===== src/rtl/psq_pkg.sv =====
`timescale 1ns / 1ps
// psq_pkg: shared types and constants for the per-stream send queue accounting block
// no dependencies

package psq_pkg;

  localparam int unsigned StreamsDefault = 16;
  localparam int unsigned SidW  = 62;
  localparam int unsigned LenW  = 32;
  localparam int unsigned BklW  = 33;
  localparam logic [31:0] CapReset = 32'd1048576;

  typedef enum logic [1:0] {
    MODE_PUSH   = 2'd0,
    MODE_PLAN   = 2'd1,
    MODE_COMMIT = 2'd2,
    MODE_DROP   = 2'd3
  } mode_e;

  typedef enum logic [1:0] {
    ST_DONE      = 2'd0,
    ST_BLOCK     = 2'd1,
    ST_FULL      = 2'd2,
    ST_NOT_FOUND = 2'd3
  } status_e;

  // register index of queue_cap
  localparam logic [0:0] RegQueueCap = 1'b0;

  // one command word between front and back
  typedef struct packed {
    mode_e            mode;
    logic [SidW-1:0]  sid;
    logic [LenW-1:0]  len;
    logic             fin;
  } cmd_t;

  // one result word
  typedef struct packed {
    status_e          status;
    logic [LenW-1:0]  grant;
    logic             fin_now;
    logic             more;
    logic [BklW-1:0]  backlog;
    logic [BklW-1:0]  peak;
    logic [31:0]      refused;
    logic             all_empty;
  } res_t;

  typedef enum logic [1:0] {
    BK_IDLE   = 2'd0,
    BK_SEARCH = 2'd1,
    BK_EXEC   = 2'd2,
    BK_OUT    = 2'd3
  } bk_state_e;

endpackage


===== src/rtl/psq_front.sv =====
`timescale 1ns / 1ps
// psq_front: accepts command words and holds them in a two-entry queue
// depends on psq_pkg

module psq_front import psq_pkg::*; (
  input  logic clk_i,
  input  logic rst_ni,
  input  logic push_i,
  output logic full_o,
  input  cmd_t cmd_i,
  output logic vld_o,
  input  logic take_i,
  output cmd_t cmd_o
);

  cmd_t       mem_q [2];
  logic       wp_q, rp_q;
  logic [1:0] cnt_q;
  logic       wr, rd;

  assign full_o = (cnt_q == 2'd2);
  assign vld_o  = (cnt_q != 2'd0);
  assign wr     = push_i && !full_o;
  assign rd     = take_i && vld_o;
  assign cmd_o  = mem_q[rp_q];

  // pointers and fill count
  always_ff @(posedge clk_i or negedge rst_ni) begin
    if (!rst_ni) begin
      wp_q  <= 1'b0;
      rp_q  <= 1'b0;
      cnt_q <= 2'd0;
    end else begin
      if (wr) wp_q <= ~wp_q;
      if (rd) rp_q <= ~rp_q;
      cnt_q <= cnt_q + {1'b0, wr} - {1'b0, rd};
    end
  end

  // payload storage
  always_ff @(posedge clk_i) begin
    if (wr) mem_q[wp_q] <= cmd_i;
  end

endmodule


===== src/rtl/psq_back.sv =====
`timescale 1ns / 1ps
// psq_back: stream table, lookup sweep, read-modify-write and result register
// depends on psq_pkg

module psq_back import psq_pkg::*; #(
  parameter int unsigned STREAMS = StreamsDefault
) (
  input  logic        clk_i,
  input  logic        rst_ni,
  input  logic        vld_i,
  output logic        take_o,
  input  cmd_t        cmd_i,
  input  logic [31:0] cap_i,
  output logic        empty_o,
  input  logic        pop_i,
  output res_t        res_o
);

  localparam int unsigned IdxW = (STREAMS > 1) ? $clog2(STREAMS) : 1;

  bk_state_e           st_q, st_d;
  logic [STREAMS-1:0]  valid_q;
  logic [SidW-1:0]     sid_q [STREAMS];
  logic [BklW-1:0]     rem_q [STREAMS];
  logic                tfin_q [STREAMS];
  logic [IdxW:0]       scan_q;
  logic                hit_q, free_ok_q;
  logic [IdxW-1:0]     hit_idx_q, free_idx_q;
  cmd_t                cmd_q;
  logic [BklW-1:0]     backlog_q, peak_q;
  logic [31:0]         refused_q;
  res_t                res_q;
  logic                out_vld_q;

  logic [IdxW-1:0]     sidx;
  logic [IdxW-1:0]     eidx;
  logic                ehit;
  logic [BklW-1:0]     erem;
  logic                refuse;
  logic [BklW-1:0]     cap_x, len_x, head;
  logic                out_free;

  assign sidx    = scan_q[IdxW-1:0];
  assign take_o  = (st_q == BK_IDLE) && vld_i;
  assign empty_o = !out_vld_q;
  assign res_o   = res_q;

  // result slot is free or its word leaves at this edge
  assign out_free = !out_vld_q || pop_i;

  assign eidx = hit_q ? hit_idx_q : free_idx_q;
  assign ehit = hit_q;
  assign erem = rem_q[eidx];

  // cap check against the current backlog
  assign cap_x  = {1'b0, cap_i};
  assign len_x  = {1'b0, cmd_q.len};
  assign head   = cap_x - backlog_q;
  assign refuse = (cmd_q.len != '0) && (backlog_q != '0) &&
                  ((backlog_q >= cap_x) || (len_x > head));

  // next state
  always_comb begin
    st_d = st_q;
    unique case (st_q)
      BK_IDLE:   if (vld_i) st_d = BK_SEARCH;
      BK_SEARCH: if (scan_q == (IdxW+1)'(STREAMS - 1)) st_d = BK_EXEC;
      BK_EXEC:   if (out_free) st_d = BK_OUT;
      BK_OUT:    st_d = BK_IDLE;
      default:   st_d = BK_IDLE;
    endcase
  end

  always_ff @(posedge clk_i or negedge rst_ni) begin
    if (!rst_ni) st_q <= BK_IDLE;
    else         st_q <= st_d;
  end

  // control state: table valid bits, counters, scan
  always_ff @(posedge clk_i or negedge rst_ni) begin
    if (!rst_ni) begin
      valid_q    <= '0;
      backlog_q  <= '0;
      peak_q     <= '0;
      refused_q  <= '0;
      scan_q     <= '0;
      hit_q      <= 1'b0;
      free_ok_q  <= 1'b0;
      hit_idx_q  <= '0;
      free_idx_q <= '0;
      out_vld_q  <= 1'b0;
    end else begin
      if (st_q == BK_OUT) out_vld_q <= 1'b1;
      else if (pop_i)     out_vld_q <= 1'b0;
      unique case (st_q)
        BK_IDLE: begin
          scan_q    <= '0;
          hit_q     <= 1'b0;
          free_ok_q <= 1'b0;
        end
        BK_SEARCH: begin
          // one table entry per cycle
          if (valid_q[sidx] && sid_q[sidx] == cmd_q.sid && !hit_q) begin
            hit_q     <= 1'b1;
            hit_idx_q <= sidx;
          end
          if (!valid_q[sidx] && !free_ok_q) begin
            free_ok_q  <= 1'b1;
            free_idx_q <= sidx;
          end
          scan_q <= scan_q + 1'b1;
        end
        BK_EXEC: begin
          // execute only once the result slot can take the new word
          if (out_free) begin
            if (cmd_q.mode == MODE_PUSH) begin
              if (cmd_q.len == '0 && !cmd_q.fin) begin
                // empty push, nothing to do
              end else if (refuse) begin
                if (refused_q != '1) refused_q <= refused_q + 1'b1;
              end else if (ehit || free_ok_q) begin
                valid_q[eidx] <= 1'b1;
                if (cmd_q.len != '0) begin
                  backlog_q <= backlog_q + len_x;
                  if (backlog_q + len_x > peak_q) peak_q <= backlog_q + len_x;
                end
              end
            end else if (ehit) begin
              if (cmd_q.mode == MODE_COMMIT) begin
                if (len_x >= erem) begin
                  valid_q[eidx] <= 1'b0;
                  backlog_q <= (backlog_q >= erem) ? backlog_q - erem : '0;
                end else begin
                  backlog_q <= (backlog_q >= len_x) ? backlog_q - len_x : '0;
                end
              end else if (cmd_q.mode == MODE_DROP) begin
                valid_q[eidx] <= 1'b0;
                backlog_q <= (backlog_q >= erem) ? backlog_q - erem : '0;
              end
            end
          end
        end
        BK_OUT: begin
        end
        default: ;
      endcase
    end
  end

  // payload: command latch, table fields, result word
  always_ff @(posedge clk_i) begin
    if (take_o) cmd_q <= cmd_i;
    if (st_q == BK_EXEC && out_free) begin
      res_q.status  <= ST_DONE;
      res_q.grant   <= '0;
      res_q.fin_now <= 1'b0;
      res_q.more    <= 1'b0;
      if (cmd_q.mode == MODE_PUSH) begin
        if (cmd_q.len == '0 && !cmd_q.fin) begin
        end else if (refuse) begin
          res_q.status <= ST_BLOCK;
        end else if (!ehit && !free_ok_q) begin
          res_q.status <= ST_FULL;
        end else begin
          if (!ehit) begin
            sid_q[eidx] <= cmd_q.sid;
            rem_q[eidx] <= len_x;
            tfin_q[eidx] <= cmd_q.fin;
          end else if (cmd_q.len == '0) begin
            tfin_q[eidx] <= 1'b1;
          end else begin
            rem_q[eidx] <= erem + len_x;
            tfin_q[eidx] <= cmd_q.fin;
          end
        end
      end else if (!ehit) begin
        res_q.status <= ST_NOT_FOUND;
      end else if (cmd_q.mode == MODE_PLAN) begin
        res_q.grant   <= (erem < len_x) ? erem[LenW-1:0] : cmd_q.len;
        res_q.fin_now <= (erem <= len_x) && tfin_q[eidx];
        res_q.more    <= (len_x < erem);
      end else if (cmd_q.mode == MODE_COMMIT) begin
        rem_q[eidx] <= (len_x >= erem) ? '0 : erem - len_x;
      end
    end
    // counters are final in the cycle after exec, when the state is out
    if (st_q == BK_OUT) begin
      res_q.backlog   <= backlog_q;
      res_q.peak      <= peak_q;
      res_q.refused   <= refused_q;
      res_q.all_empty <= (backlog_q == '0) && (valid_q == '0);
    end
  end

endmodule


===== src/rtl/per_stream_send_queue_accounting.sv =====
`timescale 1ns / 1ps
// Per-stream send queue accounting, top level.
// Input channel: push/full carry one command word (mode, stream id, length, fin).
// Result channel: empty/pop; the oldest result sits on the result ports while
// empty is low and leaves on pop.
// Configuration: APB-style port, queue_cap at address 0, pready always high.
// A two-word command queue parts the input side from the back end, so commands
// are taken while the back end works or a result waits.
// Each command passes through the back end states in order: idle takes it, search
// checks every table entry in turn for the stream id, exec executes it and writes the
// result fields, and out registers the counters and presents the result. The next
// command is taken only once the back end is idle again; the serial search sets the pace.
// After reset the table is empty, counters are zero, queue_cap is 1048576.
// When the receiver does not pop, the finished result is held and the back end
// waits before executing the next command; the command queue fills and full rises.
// Depends on psq_pkg, psq_front, psq_back.

module per_stream_send_queue_accounting import psq_pkg::*; #(
  parameter int unsigned STREAMS = StreamsDefault
) (
  input  logic             clk_i,
  input  logic             rst_ni,
  input  logic             psel,
  input  logic             penable,
  input  logic             pwrite,
  input  logic [1:0]       paddr,
  input  logic [31:0]      pwdata,
  output logic [31:0]      prdata,
  output logic             pready,
  input  logic             push,
  output logic             full,
  input  logic [1:0]       mode_i,
  input  logic [SidW-1:0]  stream_id_i,
  input  logic [LenW-1:0]  length_i,
  input  logic             fin_i,
  output logic             empty,
  input  logic             pop,
  output logic [1:0]       status_o,
  output logic [LenW-1:0]  grant_bytes_o,
  output logic             fin_now_o,
  output logic             more_left_o,
  output logic [BklW-1:0]  backlog_bytes_o,
  output logic [BklW-1:0]  peak_backlog_o,
  output logic [31:0]      refused_count_o,
  output logic             all_empty_o
);

  logic [31:0] cap_q;
  cmd_t        cmd_in, cmd_q;
  logic        cvld, ctake;
  res_t        res;

  // configuration register
  assign pready = 1'b1;
  assign prdata = (paddr[1:0] == 2'b00) ? cap_q : 32'd0;

  always_ff @(posedge clk_i or negedge rst_ni) begin
    if (!rst_ni) cap_q <= CapReset;
    else if (psel && penable && pwrite && paddr == 2'b00) cap_q <= pwdata;
  end

  assign cmd_in.mode = mode_e'(mode_i);
  assign cmd_in.sid  = stream_id_i;
  assign cmd_in.len  = length_i;
  assign cmd_in.fin  = fin_i;

  psq_front u_front (
    .clk_i  (clk_i),
    .rst_ni (rst_ni),
    .push_i (push),
    .full_o (full),
    .cmd_i  (cmd_in),
    .vld_o  (cvld),
    .take_i (ctake),
    .cmd_o  (cmd_q)
  );

  psq_back #(.STREAMS(STREAMS)) u_back (
    .clk_i   (clk_i),
    .rst_ni  (rst_ni),
    .vld_i   (cvld),
    .take_o  (ctake),
    .cmd_i   (cmd_q),
    .cap_i   (cap_q),
    .empty_o (empty),
    .pop_i   (pop),
    .res_o   (res)
  );

  assign status_o        = res.status;
  assign grant_bytes_o   = res.grant;
  assign fin_now_o       = res.fin_now;
  assign more_left_o     = res.more;
  assign backlog_bytes_o = res.backlog;
  assign peak_backlog_o  = res.peak;
  assign refused_count_o = res.refused;
  assign all_empty_o     = res.all_empty;

endmodule


===== config.mk =====
export PLATFORM = sky130hd
export DESIGN_NAME = per_stream_send_queue_accounting
export DESIGN_NICKNAME = d
export VERILOG_FILES = /design/src/rtl/psq_pkg.sv /design/src/rtl/psq_front.sv /design/src/rtl/psq_back.sv /design/src/rtl/per_stream_send_queue_accounting.sv
export SDC_FILE = /design/constraint.sdc
export NUM_CORES = 2
export LEC_CHECK = 0
export BUFFER_PORTS_ARGS = -buffer_cell sky130_fd_sc_hd__clkbuf_2
export CELL_PAD_IN_SITES_DETAIL_PLACEMENT = 1
export CELL_PAD_IN_SITES_GLOBAL_PLACEMENT = 1
export CORE_MARGIN = 5
export CORE_UTILIZATION = 23
export DETAILED_ROUTE_END_ITERATION = 16
export PLACE_DENSITY = 0.39
export SLEW_MARGIN = 15
export SYNTH_ARGS = -nofsm -noshare
export SYNTH_HDL_FRONTEND = slang
export SYNTH_SLANG_ARGS = --single-unit

===== constraint.sdc =====
create_clock -name clk_i -period 17.3 [get_ports clk_i]
set_input_delay 3.46 -clock clk_i [delete_from_list [all_inputs] [get_ports clk_i]]
set_output_delay 3.46 -clock clk_i [all_outputs]
set_load 0.02 [all_outputs]

---- Word level (Yosys, flattened, before mapping) ----
Memories as Yosys holds them, arrays and structs flattened. A register that Yosys moved wholly into a read port is not among the register bits.
Index checks and enable logic that the tools add are counted.
operators by class
  $add $sub $neg .......................... 10
  magnitude comparators ................... 12
  equal/unequal tests ..................... 20
  mux-type cells .......................... 78
  bitwise gates (word level) .............. 13
  reductions and logical operators ........ 49
operators with widths
  operator                                       number
  2-to-1 mux 33 bit                              14
  2-to-1 mux 16 bit                              8
  adder 33 x 32 -> 33 bit                        2
  >= comparator 33 x 32 -> 1 bit                 2
  subtractor 33 x 32 -> 33 bit                   2
  2-to-1 mux 32 bit                              2
  equality test 62 bit                           1
  2-to-1 mux 1 bit                               39
  >= comparator 32 x 33 -> 1 bit                 1
  >= comparator 33 bit                           1
  > comparator 32 x 33 -> 1 bit                  1
  > comparator 33 bit                            1
  less-or-equal comparator 33 x 32 -> 1 bit      1
  zero test 33 bit                               1
  less-than comparator 32 x 33 -> 1 bit          1
  less-than comparator 33 x 32 -> 1 bit          1
  nonzero test 33 bit                            1
  subtractor 32 x 33 -> 33 bit                   1
  subtractor 33 bit                              1
  adder 32 x 1 -> 32 bit, second input constant  1
  zero test 32 bit                               1
  inequality test 32 bit, second input constant  1
  nonzero test 32 bit                            1
  AND reduction 8 bit                            3
  34 further kinds                               94
word-level totals
  register bits after elaboration ......... 303
  memory bits (writable) .................. 1,730
  input bits .............................. 138
  output and inout bits ................... 170
  word-level logic and storage cells ...... 209
  memories kept ........................... 4
memory list
  memory         words  width  read ports  clocked after memory_dff  wr ports  RTL line         RTL
  u_back.sid_q   16     62     1           0                         1         psq_back.sv:23   logic [SidW-1:0] sid_q [STREAMS];
  u_back.rem_q   16     33     1           0                         1         psq_back.sv:24   logic [BklW-1:0] rem_q [STREAMS];
  u_front.mem_q  2      97     1           1                         1         psq_front.sv:16  cmd_t mem_q [2];
  u_back.tfin_q  16     1      1           0                         1         psq_back.sv:25   logic tfin_q [STREAMS];

---- Logic depth before layout (Yosys ltp) ----
  depth after elaboration ................. 11
  mapped depth ............................ 29
  depth with buffers taken out ............ 27

---- Cells and area by module ----
From an unflattened synthesis, not the netlist that was laid out.
unflattened totals
  cells, all modules ...................... 5,738
  area, all modules ....................... 93,623.5 µm²
modules (own cells, without submodules)
  module                            instances  cells each  area an instance (µm²)  sequential area each (µm²)
  psq_back                          1          5,311       84,763.8                56,394.1
  psq_front                         1          320         7,273.2                 5,925.7
  per_stream_send_queue_accounting  1          107         1,586.5                 802.0

---- Least setup slack after synthesis ----
OpenSTA, ideal clock, no wires.
  kind .................................... input port to flip-flop
  from .................................... in pop
  to ...................................... mem u_back.sid_q[12][0] (enable)
  library setup time ...................... 482 ps
  arrival time ............................ 8,214 ps
  data required time ...................... 16,818 ps
  slack ................................... 8,603 ps
  cell stages on the path ................. 6
  path buffers ............................ 2
  cells stage by stage .................... nand2b_1 > and2_1 > clkbuf_1 > nand4_1 > clkbuf_1 > nor2_1
between the ends
  word-level cells in the longest chain between the ends .. 4
RTL lines
  element                                 RTL line                                RTL
  start, declared                         per_stream_send_queue_accounting.sv:37  input logic pop,
  logical OR 1 bit                        psq_back.sv:49                          assign out_free = !out_vld_q || pop_i;
  logical AND 1 bit                       psq_back.sv:153                         if (st_q == BK_EXEC && out_free) begin
  2-to-1 mux 1 bit                        psq_back.sv:153
  2-to-1 mux 1 bit (implied by the code)  psq_back.sv:166                         sid_q[eidx] <= cmd_q.sid;
  end, declared                           psq_back.sv:23
Every way passes these cells.

---- Worst setup path in the final report ----
  from .................................... reg u_back.hit_q (netlist: u_back.ehit)
  to ...................................... mem u_back.rem_q[12][4] (data pin)
between the ends
  word-level cells in the longest chain between the ends .. 10
  elaborated cells between the ends (all ways) .. 21
  those cells by class .................... add/sub (2); order compare (1); mux (15); reduce/logical (2); memory (1)
RTL lines
  element                                                       RTL line         RTL
  start, declared                                               psq_back.sv:27   logic hit_q, free_ok_q;
  start signal, assigned                                        psq_back.sv:87   hit_q <= 1'b0;
  start signal, assigned                                        psq_back.sv:98   hit_q <= 1'b0;
  start signal, assigned                                        psq_back.sv:104  hit_q <= 1'b1;
  branches (longest 9 deep; another with memory (16 x 33 bit))  -
  2-to-1 mux 33 bit (no line) *                                 -
  end, declared                                                 psq_back.sv:24
Every way passes the cells marked *.

==> flow_summary.yaml <==
synth:
  yosys.area.top_type_share: 0.629
  ys_top_cells_by_area: "edfxtp_1, mux4_2, dfrtp_1"
  synth-seq-cells: 2130
  synth-main-ff-cell: "edfxtp_1"
  synthCells: 5841
  synth_common_cells: "edfxtp_1, mux4_2, a21oi_1"
  synth.distinct_cells: 95
  ys_seq_area_frac: 0.674
  yosys_warnings: 0
  async_flop_share: 0.0789
  syn_area_sq_um: 93600
  syn-num-nets: 6252
  synth_area_leader_cell: "edfxtp_1"
  syn_avg_cell_area_sq_um: 16.0
  synth-edff-count: 1962
  synth_most_common_cell: "edfxtp_1"
timing:
  tightestPinTransition_ps: 1190
  finalClockSkew_ps: 69.8
  final.min_clock_period_ps: 9200
  maxSlewViolCount: 0
  rsz0062_at_grt: "false"
  hold_violations: 0
  tns_ps: 0
  setup_violations: 0
  post-route-period-util: 0.532
  max_slew_margin: 0.196
  max_freq_mhz: 109
  hold_ws_ps: 452
floorplanning:
  die_w_microns: 648
  dieArea_sq_um: 420000
  rows: 234
  coreArea_sq_um: 406000
  start_util: 0.231
  ios: 308
  die_h_microns: 648
cts:
  cts_tree: "built"
  path_clk_slew_ps: 60
  ctsHoldBuffers: 0
  numCtsBuffers: 273
  cts-resized-gates: 0
  cts_setup_buffers: 0
  clock_latency_ps: 910
  cts_max_path_buffers: 4
  clock-root-buffer: "clkbuf_16"
  htree_levels: 5
  cts.sinks: 2130
global_routing:
  first_global_vias: 58400
  grt_max_degree: 102
  grt_pass1_wl_microns: 460000
  antenna_found_initial: 26
  grtUsageTotal: 0.152
  grt-ovfl-total: 0
pwr:
  power.leakage_nw: 37.3
  vdd_drop_max_mv: 0.109
  p_per_area_nw_per_um2: 172
  p_total_mw: 19.1
setup_path:
  reg2reg_to: "u_back.rem_q[12][4]$_DFFE_PP_"
  worst_ep_arrival_time_ps: 9710
  endpoint_kind: "flip-flop"
  reg2reg_from: "u_back.ehit$_DFFE_PN0P_"
  reg2reg_depth: 18
  required_ps: 17810
  path_max_fanout: 56
  rrSetupSlack_ps: 8100
  start_kind: "flip-flop"
  path_class: "flip-flop to flip-flop"
route:
  routed_wl_microns: 328000
  first_pass_iters: 5
  drc: 0
  vias: 54300
  post_drt_wl_per_cell_microns: 27.4
  vias_per_cell: 4.55
  drt_iter0_drc: 3593
  drtAntennaViolNets: 0
min_path:
  holdPathStages: 0
  hold_path_startpoint: "u_back.peak_q[31]$_DFFE_PN0P_"
  worstHoldEndpoint: "u_back.res_o[64]$_DFFE_PP_"
  hold_path.class: "flip-flop to flip-flop"
finish:
  final_nets: 6711
  layout-drive-gt1-share: 0.223
  final_util: 0.274
  area_growth_pct: 18.7
  fin_cells: 11900
place:
  hpwl_microns: 211000
  io_buffers: 306
  dp_cells: 11500
  gp_congestion: 0.791
status:
  status: "complete, no violations"
flow_run:
  maxCapViolations: 0
==> worst max-delay path by stage <==
stage,cells after the start,slack (ps),startpoint,end
after global placement,18,8300,u_back.ehit$_DFFE_PN0P_,u_back.rem_q[12][22]$_DFFE_PP_
after detailed placement,18,8060,u_back.ehit$_DFFE_PN0P_,u_back.rem_q[4][13]$_DFFE_PP_
after global routing,18,7470,u_back.ehit$_DFFE_PN0P_,u_back.rem_q[1][10]$_DFFE_PP_
after CTS,18,8040,u_back.ehit$_DFFE_PN0P_,u_back.rem_q[13][13]$_DFFE_PP_
final,18,8100,u_back.ehit$_DFFE_PN0P_,u_back.rem_q[12][4]$_DFFE_PP_
after floorplan,6,8600,pop,u_back.sid_q[12][0]$_DFFE_PP_
==> worst max-delay path, cell delays in order, from the launching register on <==
cell      delay, ps
dfrtp_1         800
mux2_8          580
buf_4           620
buf_4           810
mux4_2          410
nor2b_1         140
a211oi_1        290
a21oi_1         210
ha_1            550
nand3_1         140
o21ai_1         420
o21ai_1         310
o31ai_2         740
o22a_1          210
buf_4           350
a21o_1          640
nand2_2          90
buf_4           350
o22ai_1         910
==> cell type report <==
cell class | instances | area (sq um)
Tap cell | 5428 | 6790
Timing Repair Buffer | 464 | 2830
Clock buffer | 345 | 7290
Clock inverter | 139 | 1340
Inverter | 223 | 837
Fill cell | 42900 | 295000
Antenna cell | 6 | 15.0
Sequential cell | 2130 | 63100
Multi-Input combinational cell | 3208 | 28900
==> sequential cells by signal (all words and copies together) (netlist names), 4 cells and up, named ones only <==
name	count
u_back.sid_q	992
u_back.rem_q	528
u_front.mem_q	194
u_back.res_o	135
u_back.cmd_q	97
u_back.backlog_q	33
u_back.peak_q	33
cap_q	32
u_back.refused_q	32
u_back.tfin_q	16
u_back.scan_q	5
u_back.free_idx_q	4
u_back.hit_idx_q	4
==> cells in the final DEF (no fill, tap or decap), types with 150 or more instances in the layout <==
| master | n |
|---|---|
| edfxtp_1 | 1962 |
| mux4_2 | 319 |
| a21oi_1 | 317 |
| clkbuf_2 | 305 |
| clkbuf_16 | 276 |
| o21ai_0 | 273 |
| ha_1 | 266 |
| nand2_1 | 227 |
| inv_1 | 219 |
| mux2_2 | 199 |
| xnor2_1 | 187 |
| mux2i_1 | 177 |
| nor2_1 | 172 |
| dfrtp_1 | 162 |
| buf_4 | 150 |
==> report_power, final <==
group | switching, mW | internal [mW]
sequential | 0.464 | 6.47
combinational | 4.27 | 2.39
clock | 2.28 | 3.23
==> logic make-up after synthesis <==
logic type	after synthesis	share of synthesized area
adder cells (fa/ha/maj)	273	0.0370
XOR/XNOR	259	0.0243
buffers and inverters	503	0.0221
AND/OR/NAND/NOR	846	0.0443
flip-flops	2130	0.674
other	1	0.0000401
multiplexers	715	0.122
AO/OA/AOI/OAI	1114	0.0759
==> per-layer routing <==
layer	up-vias	track usage	part of all wire
li1	23900	-	-
met1	29000	0.207	0.46
met2	934	0.261	0.49
met3	392	0.0162	0.029
met4	0	0.0342	0.023
met5	-	0	0
==> through the flow <==
step                      cell area, sq um  worst slack (ps)
after floorplan                      93600              8600
after global placement              102000              8300
after detailed placement            102000              8060
after CTS                           111000              8040
after global routing                111000              7470
final                               111000              8100
Note: power is estimated with default switching activity, not from simulation.
